**config.mk**
```make
export PLATFORM = sky130hd
export DESIGN_NAME = lc3_execute_unit
export DESIGN_NICKNAME = d
export VERILOG_FILES = /design/src/rtl/lc3eu_pkg.sv /design/src/rtl/lc3eu_ram.sv /design/src/rtl/lc3_execute_unit.sv
export SDC_FILE = /design/constraint.sdc
export NUM_CORES = 1
export LEC_CHECK = 0
export ABC_AREA = 1
export BUFFER_PORTS_ARGS = -buffer_cell sky130_fd_sc_hd__buf_4
export CORE_MARGIN = 4
export CORE_UTILIZATION = 48
export CTS_CLUSTER_DIAMETER = 100
export CTS_CLUSTER_SIZE = 14
export DETAILED_ROUTE_END_ITERATION = 7
export PLACE_DENSITY = 0.65
export SYNTH_ARGS = -nofsm -noshare
export SYNTH_HDL_FRONTEND = slang
export SYNTH_SLANG_ARGS = --single-unit
```
**constraint.sdc**
```tcl
create_clock -name clk -period 5.2 [get_ports clk]
set_input_delay 0.52 -clock clk [delete_from_list [all_inputs] [get_ports clk]]
set_output_delay 0.52 -clock clk [all_outputs]
set_load 0.005 [all_outputs]
```
**src/rtl/lc3eu_pkg.sv**
```systemverilog
`timescale 1ns / 1ps
`default_nettype none

package lc3eu_pkg;

  localparam int unsigned NUM_REGS   = 8;
  localparam int unsigned REG_IDX_W  = 3;
  localparam int unsigned WORD_W     = 16;
  localparam int unsigned FLAGS_W    = 3;

  localparam logic [WORD_W-1:0]    PC_RESET    = 16'h3000;
  localparam logic [FLAGS_W-1:0]   FLAGS_RESET = 3'b010;
  localparam logic [REG_IDX_W-1:0] LINK_REG    = 3'd7;

  localparam logic [FLAGS_W-1:0] FLAG_N = 3'b100;
  localparam logic [FLAGS_W-1:0] FLAG_Z = 3'b010;
  localparam logic [FLAGS_W-1:0] FLAG_P = 3'b001;

  typedef enum logic [2:0] {
    OP_ADD = 3'd0,
    OP_AND = 3'd1,
    OP_NOT = 3'd2,
    OP_BR  = 3'd3,
    OP_JMP = 3'd4,
    OP_JSR = 3'd5
  } opcode_t;

  function automatic logic [FLAGS_W-1:0] flags_of(input logic [WORD_W-1:0] v);
    logic [FLAGS_W-1:0] f;
    if (v[WORD_W-1]) begin
      f = FLAG_N;
    end else if (v == '0) begin
      f = FLAG_Z;
    end else begin
      f = FLAG_P;
    end
    return f;
  endfunction

endpackage

`default_nettype wire

```
**src/rtl/lc3eu_ram.sv**
```systemverilog
`timescale 1ns / 1ps
`default_nettype none

module lc3eu_ram #(
  parameter int unsigned WIDTH = 16,
  parameter int unsigned DEPTH = 8
) (
  input  wire logic                     clk,
  input  wire logic                     we,
  input  wire logic [$clog2(DEPTH)-1:0] waddr,
  input  wire logic [WIDTH-1:0]         wdata,
  input  wire logic                     re,
  input  wire logic [$clog2(DEPTH)-1:0] raddr,
  output      logic [WIDTH-1:0]         rdata
);

  logic [WIDTH-1:0] mem [DEPTH];

  // Read-before-write: a read at the write address returns the old word.
  always_ff @(posedge clk) begin
    if (we) begin
      mem[waddr] <= wdata;
    end
    if (re) begin
      rdata <= mem[raddr];
    end
  end

endmodule

`default_nettype wire

```
**src/rtl/lc3_execute_unit.sv**
```systemverilog
`timescale 1ns / 1ps
`default_nettype none

// Channel  | handshake             | payload
// ---------+-----------------------+--------------------------------------------------
// in       | in_valid / in_ready   | opcode, instruction, offset
// out      | out_valid / out_ready | wrote_register, written_index, written_value,
//          |                       | next_pc, flags_out
//
// One item per cycle while out_ready is high; out_valid is registered after execute.
// The register file sits in two synchronous RAM copies (one per source operand),
// read at acceptance; the executing item's write is forwarded to the next item.
// Reset clears the valid bits of the register file, PC to 0x3000 and flags to Z.
// A stalled output holds the execute stage; input stalls only when both are full.

module lc3_execute_unit (
  input  wire logic        clk,
  input  wire logic        rst,
  input  wire logic        in_valid,
  output      logic        in_ready,
  input  wire logic [2:0]  opcode,
  input  wire logic [15:0] instruction,
  input  wire logic [15:0] offset,
  output      logic        out_valid,
  input  wire logic        out_ready,
  output      logic        wrote_register,
  output      logic [2:0]  written_index,
  output      logic [15:0] written_value,
  output      logic [15:0] next_pc,
  output      logic [2:0]  flags_out
);

  localparam int unsigned IW = lc3eu_pkg::REG_IDX_W;
  localparam int unsigned WW = lc3eu_pkg::WORD_W;
  localparam int unsigned FW = lc3eu_pkg::FLAGS_W;

  // execute stage
  logic                  s1_valid;
  lc3eu_pkg::opcode_t    s1_op;
  logic [WW-1:0]         s1_ins;
  logic [WW-1:0]         s1_off;

  // architectural state outside the RAM
  logic [WW-1:0]         pc;
  logic [FW-1:0]         flags;
  logic [lc3eu_pkg::NUM_REGS-1:0] reg_valid;

  // last register write, for forwarding into the next item
  logic                  lw_valid;
  logic [IW-1:0]         lw_idx;
  logic [WW-1:0]         lw_val;

  logic                  accept;
  logic                  advance;
  logic [WW-1:0]         rd_a;
  logic [WW-1:0]         rd_b;
  logic [IW-1:0]         sr1;
  logic [IW-1:0]         sr2;
  logic [WW-1:0]         op_a;
  logic [WW-1:0]         op_b;
  logic [WW-1:0]         pc_inc;
  logic [WW-1:0]         pc_next;
  logic [FW-1:0]         flags_next;
  logic                  wr_en;
  logic [IW-1:0]         wr_idx;
  logic [WW-1:0]         wr_val;

  assign advance  = s1_valid && (!out_valid || out_ready);
  assign in_ready = !s1_valid || advance;
  assign accept   = in_valid && in_ready;

  assign sr1 = s1_ins[8:6];
  assign sr2 = s1_ins[2:0];

  lc3eu_ram #(.WIDTH(WW), .DEPTH(lc3eu_pkg::NUM_REGS)) u_rf_a (
    .clk   (clk),
    .we    (advance && wr_en),
    .waddr (wr_idx),
    .wdata (wr_val),
    .re    (accept),
    .raddr (instruction[8:6]),
    .rdata (rd_a)
  );

  lc3eu_ram #(.WIDTH(WW), .DEPTH(lc3eu_pkg::NUM_REGS)) u_rf_b (
    .clk   (clk),
    .we    (advance && wr_en),
    .waddr (wr_idx),
    .wdata (wr_val),
    .re    (accept),
    .raddr (instruction[2:0]),
    .rdata (rd_b)
  );

  // Forward the previous item's write; entries never written read as zero.
  always_comb begin
    if (lw_valid && (lw_idx == sr1)) begin
      op_a = lw_val;
    end else if (reg_valid[sr1]) begin
      op_a = rd_a;
    end else begin
      op_a = '0;
    end
    if (s1_ins[5]) begin
      op_b = s1_off;
    end else if (lw_valid && (lw_idx == sr2)) begin
      op_b = lw_val;
    end else if (reg_valid[sr2]) begin
      op_b = rd_b;
    end else begin
      op_b = '0;
    end
  end

  assign pc_inc = pc + WW'(1);

  always_comb begin
    pc_next    = pc_inc;
    flags_next = flags;
    wr_en      = 1'b0;
    wr_idx     = '0;
    wr_val     = '0;
    case (s1_op)
      lc3eu_pkg::OP_ADD: begin
        wr_en  = 1'b1;
        wr_idx = s1_ins[11:9];
        wr_val = op_a + op_b;
      end
      lc3eu_pkg::OP_AND: begin
        wr_en  = 1'b1;
        wr_idx = s1_ins[11:9];
        wr_val = op_a & op_b;
      end
      lc3eu_pkg::OP_NOT: begin
        wr_en  = 1'b1;
        wr_idx = s1_ins[11:9];
        wr_val = ~op_a;
      end
      lc3eu_pkg::OP_BR: begin
        if ((s1_ins[11:9] & flags) != '0) begin
          pc_next = pc_inc + s1_off;
        end
      end
      lc3eu_pkg::OP_JMP: begin
        pc_next = op_a;
      end
      lc3eu_pkg::OP_JSR: begin
        wr_en  = 1'b1;
        wr_idx = lc3eu_pkg::LINK_REG;
        wr_val = pc_inc;
        pc_next = s1_ins[11] ? (pc_inc + s1_off) : op_a;
      end
      default: begin
      end
    endcase
    if (wr_en && (s1_op != lc3eu_pkg::OP_JSR)) begin
      flags_next = lc3eu_pkg::flags_of(wr_val);
    end
  end

  always_ff @(posedge clk) begin
    if (rst) begin
      s1_valid  <= 1'b0;
      out_valid <= 1'b0;
      lw_valid  <= 1'b0;
      reg_valid <= '0;
      pc        <= lc3eu_pkg::PC_RESET;
      flags     <= lc3eu_pkg::FLAGS_RESET;
    end else begin
      if (in_ready) begin
        s1_valid <= in_valid;
      end
      if (advance) begin
        out_valid <= 1'b1;
        pc        <= pc_next;
        flags     <= flags_next;
        lw_valid  <= wr_en;
        if (wr_en) begin
          reg_valid[wr_idx] <= 1'b1;
        end
      end else if (out_ready) begin
        out_valid <= 1'b0;
      end
    end
  end

  always_ff @(posedge clk) begin
    if (accept) begin
      s1_op  <= lc3eu_pkg::opcode_t'(opcode);
      s1_ins <= instruction;
      s1_off <= offset;
    end
    if (advance) begin
      lw_idx         <= wr_idx;
      lw_val         <= wr_val;
      wrote_register <= wr_en;
      written_index  <= wr_idx;
      written_value  <= wr_val;
      next_pc        <= pc_next;
      flags_out      <= flags_next;
    end
  end

endmodule

`default_nettype wire

```
Word level (Yosys, flattened, before mapping)
Memories as Yosys holds them, arrays and structs flattened. A register that Yosys moved wholly into a read port is not among the register bits.
Cells that the tools add are included.

storage, ports and cells
  register bits after elaboration = 100
  bits in latches = 0
  bits in writable memories = 256
  memory bits (read-only) = 0
  output and inout bits = 41
  memories = 2

memory list
  memory      words  width  rd ports  clocked after memory_dff  write ports  line             RTL
  u_rf_a.mem  8      16     1         1                         1            lc3eu_ram.sv:17  logic [WIDTH-1:0] mem [DEPTH];
  u_rf_b.mem  8      16     1         1                         1            lc3eu_ram.sv:17

operators by class
  $add $sub $neg = 3
  $mul = 0
  divide/modulo/power cells = 0
  order comparisons = 4
  eq/ne operators = 8
  shift operators = 0
  multiplexer cells = 24
  bitwise gates (word level) = 4
  reductions and logical operators = 18

operator list
  kind                                                        count
  2-to-1 mux 16 bit                                           7
  case mux 16 bit (4 select lines)                            1
  case mux 16 bit (3 select lines)                            1
  adder 16 bit                                                2
  adder 16 x 1 -> 16 bit, second input constant               1
  bitwise AND 16 bit                                          1
  zero test 16 bit                                            1
  NOT 16 bit                                                  1
  less-than comparator 3 x 4 -> 1 bit, second input constant  3
  2-to-1 mux 1 bit                                            8
  bitwise OR 8 bit                                            1
  logical AND 1 bit                                           7
  binary-select mux 1 bit (select 3 bit)                      2
  == test 3 x 2 -> 1 bit, second input constant               2
  == test 3 bit                                               2
  == test 3 bit, second input constant                        2
  2-to-1 mux 3 bit                                            2
  case mux 3 bit (2 select lines)                             1
  OR reduction 4 bit                                          1
  bitwise AND 3 bit                                           1
  demux 1 bit (select 3 bit)                                  1
  == test 3 x 1 -> 1 bit, second input constant               1
  >= comparator 3 x 1 -> 1 bit, second input constant         1
  zero test 3 bit                                             1
  other kinds (8)                                             10

Longest topological paths before layout
  depth after elaboration = 11
  gate-level depth with buffers = 30
  mapped depth without buffers = 30

By module
A second synthesis with hierarchy kept.

unflattened totals
  cell total of the unflattened synthesis = 2163
  area total of the unflattened synthesis = 19317.3 um^2

modules (own cells, without submodules)
  module            times used  cells an instance  area each (um^2)  seq. area each (um^2)
  lc3eu_ram         2           587                6149.6            4324.1
  lc3_execute_unit  1           989                7018.0            2642.5

Worst setup path before layout
Ideal clock, no wire load.

  kind = reg-to-reg
  from = register lw_idx[2]
  to = register flags_out[1] (data pin)
  library setup time = 0.259 ns
  arrival time = 2.949 ns
  required time = 4.941 ns
  path slack = 1.992 ns
  stages on the path, launching flop included = 24
  period minus slack after synthesis = 3.208 ns
  cells stage by stage = edfxtp_1 -> inv_1 -> nand2_1 -> nand2_1 -> nand2_1 -> nor2_4 -> inv_1 -> clkbuf_1 -> nand3_1 -> a31oi_1 -> ha_1 -> a21oi_1 -> inv_1 -> a21oi_1 -> nor2_1 -> nor2_1 -> nand2_1 -> nand2_1 -> nand3_1 -> nand2_1 -> nor2_1 -> and2_1 -> nand4_1 -> nand2_1

between the ends
  cells in the longest elaborated chain, start to end = 10
  elaborated cells on any way between the ends = 15
  those cells by class = 1 x add/sub; 2 x eq/ne; 7 x mux; 2 x bitwise; 3 x reduce/logical

RTL lines
  what                                                line                                              RTL
  start: declaration                                  lc3_execute_unit.sv:50                            logic [IW-1:0] lw_idx;
  start signal: assignment                            lc3_execute_unit.sv:194                           lw_idx <= wr_idx;
  == test 3 bit                                       lc3_execute_unit.sv:106                           end else if (lw_valid && (lw_idx == sr2)) begin
  logical AND 1 bit                                   lc3_execute_unit.sv:106
  2-to-1 mux 16 bit                                   lc3_execute_unit.sv:106
  2-to-1 mux 16 bit                                   lc3_execute_unit.sv:104                           if (s1_ins[5]) begin
  adder 16 bit or bitwise AND 16 bit (tied branches)  lc3_execute_unit.sv:127, lc3_execute_unit.sv:132
  case mux 16 bit (4 select lines) *                  lc3_execute_unit.sv:123                           case (s1_op)
  net u_rf_a.wdata[11]                                lc3eu_ram.sv:11                                   input wire logic [WIDTH-1:0] wdata,
  zero test 16 bit *                                  lc3eu_pkg.sv:32                                   end else if (v == '0) begin
  2-to-1 mux 2 bit *                                  lc3eu_pkg.sv:32
  2-to-1 mux 3 bit *                                  lc3eu_pkg.sv:30                                   if (v[WORD_W-1]) begin
  2-to-1 mux 3 bit *                                  lc3_execute_unit.sv:156                           if (wr_en && (s1_op != lc3eu_pkg::OP_JSR)) begin
  net flags_next[1]                                   lc3_execute_unit.sv:63                            logic [FW-1:0] flags_next;
  end signal: assignment                              lc3_execute_unit.sv:200                           flags_out <= flags_next;
  end: declaration                                    lc3_execute_unit.sv:30                            output logic [2:0] flags_out

Mark *: on every way through the listed nets, which the timed path passes. The rest lies on a longest branch.
A chain may end at the register's enable or synchronous reset.

Final worst setup path
  from = register s1_ins[6]
  to = register flags[0]

between the ends
  cells in the longest elaborated chain, start to end = 10
  elaborated cells on any way between the ends = 14
  those cells by class = 1 x add/sub; 1 x eq/ne; 8 x mux; 2 x bitwise; 2 x reduce/logical

RTL lines
  what                                    line                     RTL
  start: declaration                      lc3_execute_unit.sv:40   logic [WW-1:0] s1_ins;
  start signal: assignment                lc3_execute_unit.sv:190  s1_ins <= instruction;
  binary-select mux 1 bit (select 3 bit)  lc3_execute_unit.sv:99   end else if (reg_valid[sr1]) begin
  2-to-1 mux 1 bit (implied by the code)  lc3_execute_unit.sv:99
  2-to-1 mux 16 bit                       lc3_execute_unit.sv:99
  2-to-1 mux 16 bit *                     lc3_execute_unit.sv:97   if (lw_valid && (lw_idx == sr1)) begin
  adder 16 bit (tied with other cells)    lc3_execute_unit.sv:127  wr_val = op_a + op_b;
  case mux 16 bit (4 select lines) *      lc3_execute_unit.sv:123
  net u_rf_a.wdata[11]                    lc3eu_ram.sv:11
  zero test 16 bit *                      lc3eu_pkg.sv:32
  2-to-1 mux 2 bit *                      lc3eu_pkg.sv:32
  2-to-1 mux 3 bit *                      lc3eu_pkg.sv:30
  2-to-1 mux 3 bit *                      lc3_execute_unit.sv:156
  end signal: assignment                  lc3_execute_unit.sv:168  flags <= lc3eu_pkg::FLAGS_RESET;
  end signal: assignment                  lc3_execute_unit.sv:176  flags <= flags_next;
  end: declaration                        lc3_execute_unit.sv:45   logic [FW-1:0] flags;

Mark *: on every way through the listed nets, which the timed path passes. The rest lies on a longest branch. The select of a mux whose other input is x is not followed.

==> results.toml <==
[status]
status = "complete, no violations"

[global_route]
grt_use_total = 0.238
grt_pass1_vias = 10700
grt_pass1_wl_mm = 59.2
antenna_found_initial = 0
grt_max_degree = 115
grt_overflow = 0

[route]
drt_iter0_drc = 976
wl_mm = 38.3
viasPerCell = 5.52
route.detailed.drc = 0
wl_per_cell_um = 18.5
ant_nets = 0
drtPass1Iterations = 5
num_vias = 11400

[setup_path]
arrival_ns = 4.76
endpoint = "flags[0]$_SDFFE_PP0P_"
crit_fanout = 12
ff2ff_setup_slack_ns = 0.87
reg2regPathDepth = 21
endpoint_kind = "register"
reg2reg_to = "flags[0]$_SDFFE_PP0P_"
crit_type = "register to register"
worstPathRequired_ns = 5.63
timing.rr.start = "s1_ins[6]$_DFFE_PP_"
cp-start-kind = "register"
startpoint = "s1_ins[6]$_DFFE_PP_"

[final_layout]
diodes = 0
final_area_um2 = 15600
area_delta_synth_final_pct = 10.8
nFillCells = 2621
nNetsFinal = 1750
layout.area.seq_um2 = 7450
drive_above_1_share = 0.0955
multi_input_area_um2 = 5530

[flow_run]
drv_cap = 0

[sta]
fmax_ghz = 0.231
tns_ns = 0
period_needed_ns = 4.33
fin_skew_ns = 0.0121
setup_viol = 0
rsz0062_at_grt = "no"
tightestPinTransition_ns = 1.09
hold_viol = 0
hold_ws_ns = 0.154
final.period_utilization = 0.832
maxSlewViolCount = 0
relSlewSlack = 0.271

[placement]
place_hpwl_mm = 26.5
io_buffers = 73
place.gp.congestion = 0.941
postPlaceCellArea_um2 = 14900

[floorplanning]
die-area_um2 = 32000
io_pins = 80
initial_core_util = 0.488
fp.dieH_um = 179
die_w_um = 179
coreArea_um2 = 28800
row_count = 62

[clocking]
htreeDepth = 1
cts_buffer_depth = 3
cts_buffers = 22
clk_pin_slew_ns = 0.07
cts.sinks = 258
cts_tree = "yes"
ctsResizeCount = 0
clock_latency_ns = 0.54
postCtsSetupBuffers = 0
cts-root-buf = "clkbuf_16"
cts_hold_buf = 0

[power]
p_leak_nw = 6.34
power.share.switching = 0.274
powerDensity_nw_per_um2 = 299
peakVddDrop_uv = 262
switching_power_mw = 1.27
power_frac_clock = 0.324
seqPwrFrac = 0.520
power_frac_comb = 0.156
p_int_mw = 3.37

[yosys]
yosysTopAreaCell = "edfxtp_1"
postSynthCellCount = 1630
synth.net_count = 1701
synth-edff-count = 228
synth_cell_type_count = 47
ys.flop_type = "edfxtp_1"
netlist_area_um2 = 14000
yosys-top-cells-area = "edfxtp_1 (49%), nand2_1 (7.9%), o21ai_0 (6.4%), inv_1 (5.5%), nor2_1 (5.4%)"
ys_ff_latch = 258
yosysMostFrequentCell = "nand2_1"
yosys-top-cells-count = "nand2_1 (295), edfxtp_1 (228), inv_1 (207)"
yosysWarnings = 0
postSynth.asyncResetShare = 0
yosysTopAreaCellShare = 0.488
syn_avg_cell_area_um2 = 8.61
ys_seq_area_frac = 0.531

[hold_path]
hold_start = "offset[10]"
min_path_type = "input port to register"
[cells in the final DEF (no fill, tap or decap), types with 5 or more instances in the layout]
| cell type | instances |
|---|---|
| ha_1 | 31 |
| inv_2 | 10 |
| clkbuf_16 | 22 |
| or2_2 | 5 |
| o221ai_1 | 14 |
| a21oi_1 | 113 |
| nor2_1 | 201 |
| nand3_1 | 74 |
| nand3_2 | 5 |
| buf_4 | 91 |
| a221oi_1 | 5 |
| nand2_1 | 295 |
| inv_1 | 205 |
| dfxtp_1 | 30 |
| edfxtp_1 | 228 |
| nor3_1 | 8 |
| nand4_1 | 15 |
| a31oi_1 | 47 |
| o211ai_1 | 36 |
| xor2_1 | 11 |
| nand2_2 | 11 |
| clkbuf_1 | 6 |
| o21ai_0 | 180 |
[power by group through the flow]
stage	clock, mW	combinational, mW	sequential (mW)
floorplan	0	0.492	2.44
global placement	0	0.709	2.46
detailed placement	0	0.718	2.46
CTS	1.53	0.721	2.41
global route	1.62	0.817	2.42
finish	1.51	0.725	2.41
[metrics by stage]
stage	cells	total power, mW	worst slack [ns]	util
6_report	2069	4.65	0.873	0.541
5_1_grt	2069	4.85	0.474	0.541
4_1_cts	2069	4.67	0.925	0.541
3_5_place_dp	2039	3.17	0.949	0.519
3_3_place_gp	2039	3.17	1.01	0.519
2_1_floorplan	1630	2.93	1.99	-
[critical path: stages (launching register included)]
cell      delay, ns
edfxtp_1       0.47
inv_2          0.10
nand2_1        0.08
nand3_1        0.08
nand3_1        0.09
nand2_1        0.31
o21ai_0        0.59
ha_1           0.39
a21oi_1        0.21
inv_1          0.08
a21oi_1        0.23
nor2_1         0.11
nor2_1         0.13
nand3_1        0.10
nand3_1        0.09
nand2_1        0.24
nor2_1         0.23
nand4_1        0.27
nand2_1        0.18
nand3_1        0.08
nand2_1        0.10
inv_1          0.04
[state kept, by name, summed over array words and instances (netlist names), 3 cells and up]
register,flops
u_rf_b.mem,128
lw_val,16
next_pc,16
pc,16
s1_off,16
u_rf_a.rdata,16
u_rf_b.rdata,16
s1_ins,10
reg_valid,8
flags,3
flags_out,3
lw_idx,3
s1_op,3
[area by class of cell]
| class | count | area share |
|---|---|---|
| Tap cell | 384 | 0.0309 |
| Sequential cell | 258 | 0.479 |
| Clock inverter | 2 | 0.00249 |
| Timing Repair Buffer | 91 | 0.0439 |
| Clock buffer | 28 | 0.0368 |
| Multi-Input combinational cell | 1091 | 0.355 |
| Inverter | 215 | 0.0519 |
[cells by family (layout without fill, tap and decap cells)]
logic type | Yosys count | after routing | synth area share
buffers and inverters | 281 | 336 | 0.0757
DFF | 258 | 258 | 0.531
and+or+nand+nor | 633 | 633 | 0.191
xor gates and xnor gates | 12 | 12 | 0.00749
adders and majority gates | 32 | 32 | 0.0291
AOI/OAI and AO/OA | 414 | 414 | 0.166
[how the worst min path moves through the flow]
stage / endpoint / cells after the start
finish: s1_off[10]$_DFFE_PP_ / 1
floorplan: reg_valid[0]$_SDFFE_PP0P_ / 2
global placement: reg_valid[5]$_SDFFE_PP0P_ / 2
CTS: s1_off[12]$_DFFE_PP_ / 1
detailed placement: reg_valid[2]$_SDFFE_PP0P_ / 2
global route: s1_off[10]$_DFFE_PP_ / 1
[per-layer routing]
metal	up-vias	part of all wire	wire, um	track usage
met4	0	0.027	1010	0.0700
met5	-	0	0	0
met2	327	0.48	18300	0.404
li1	5682	-	-	-
met1	5355	0.44	16800	0.322
met3	61	0.057	2180	0.0264
(Power assumes the default switching activity.)
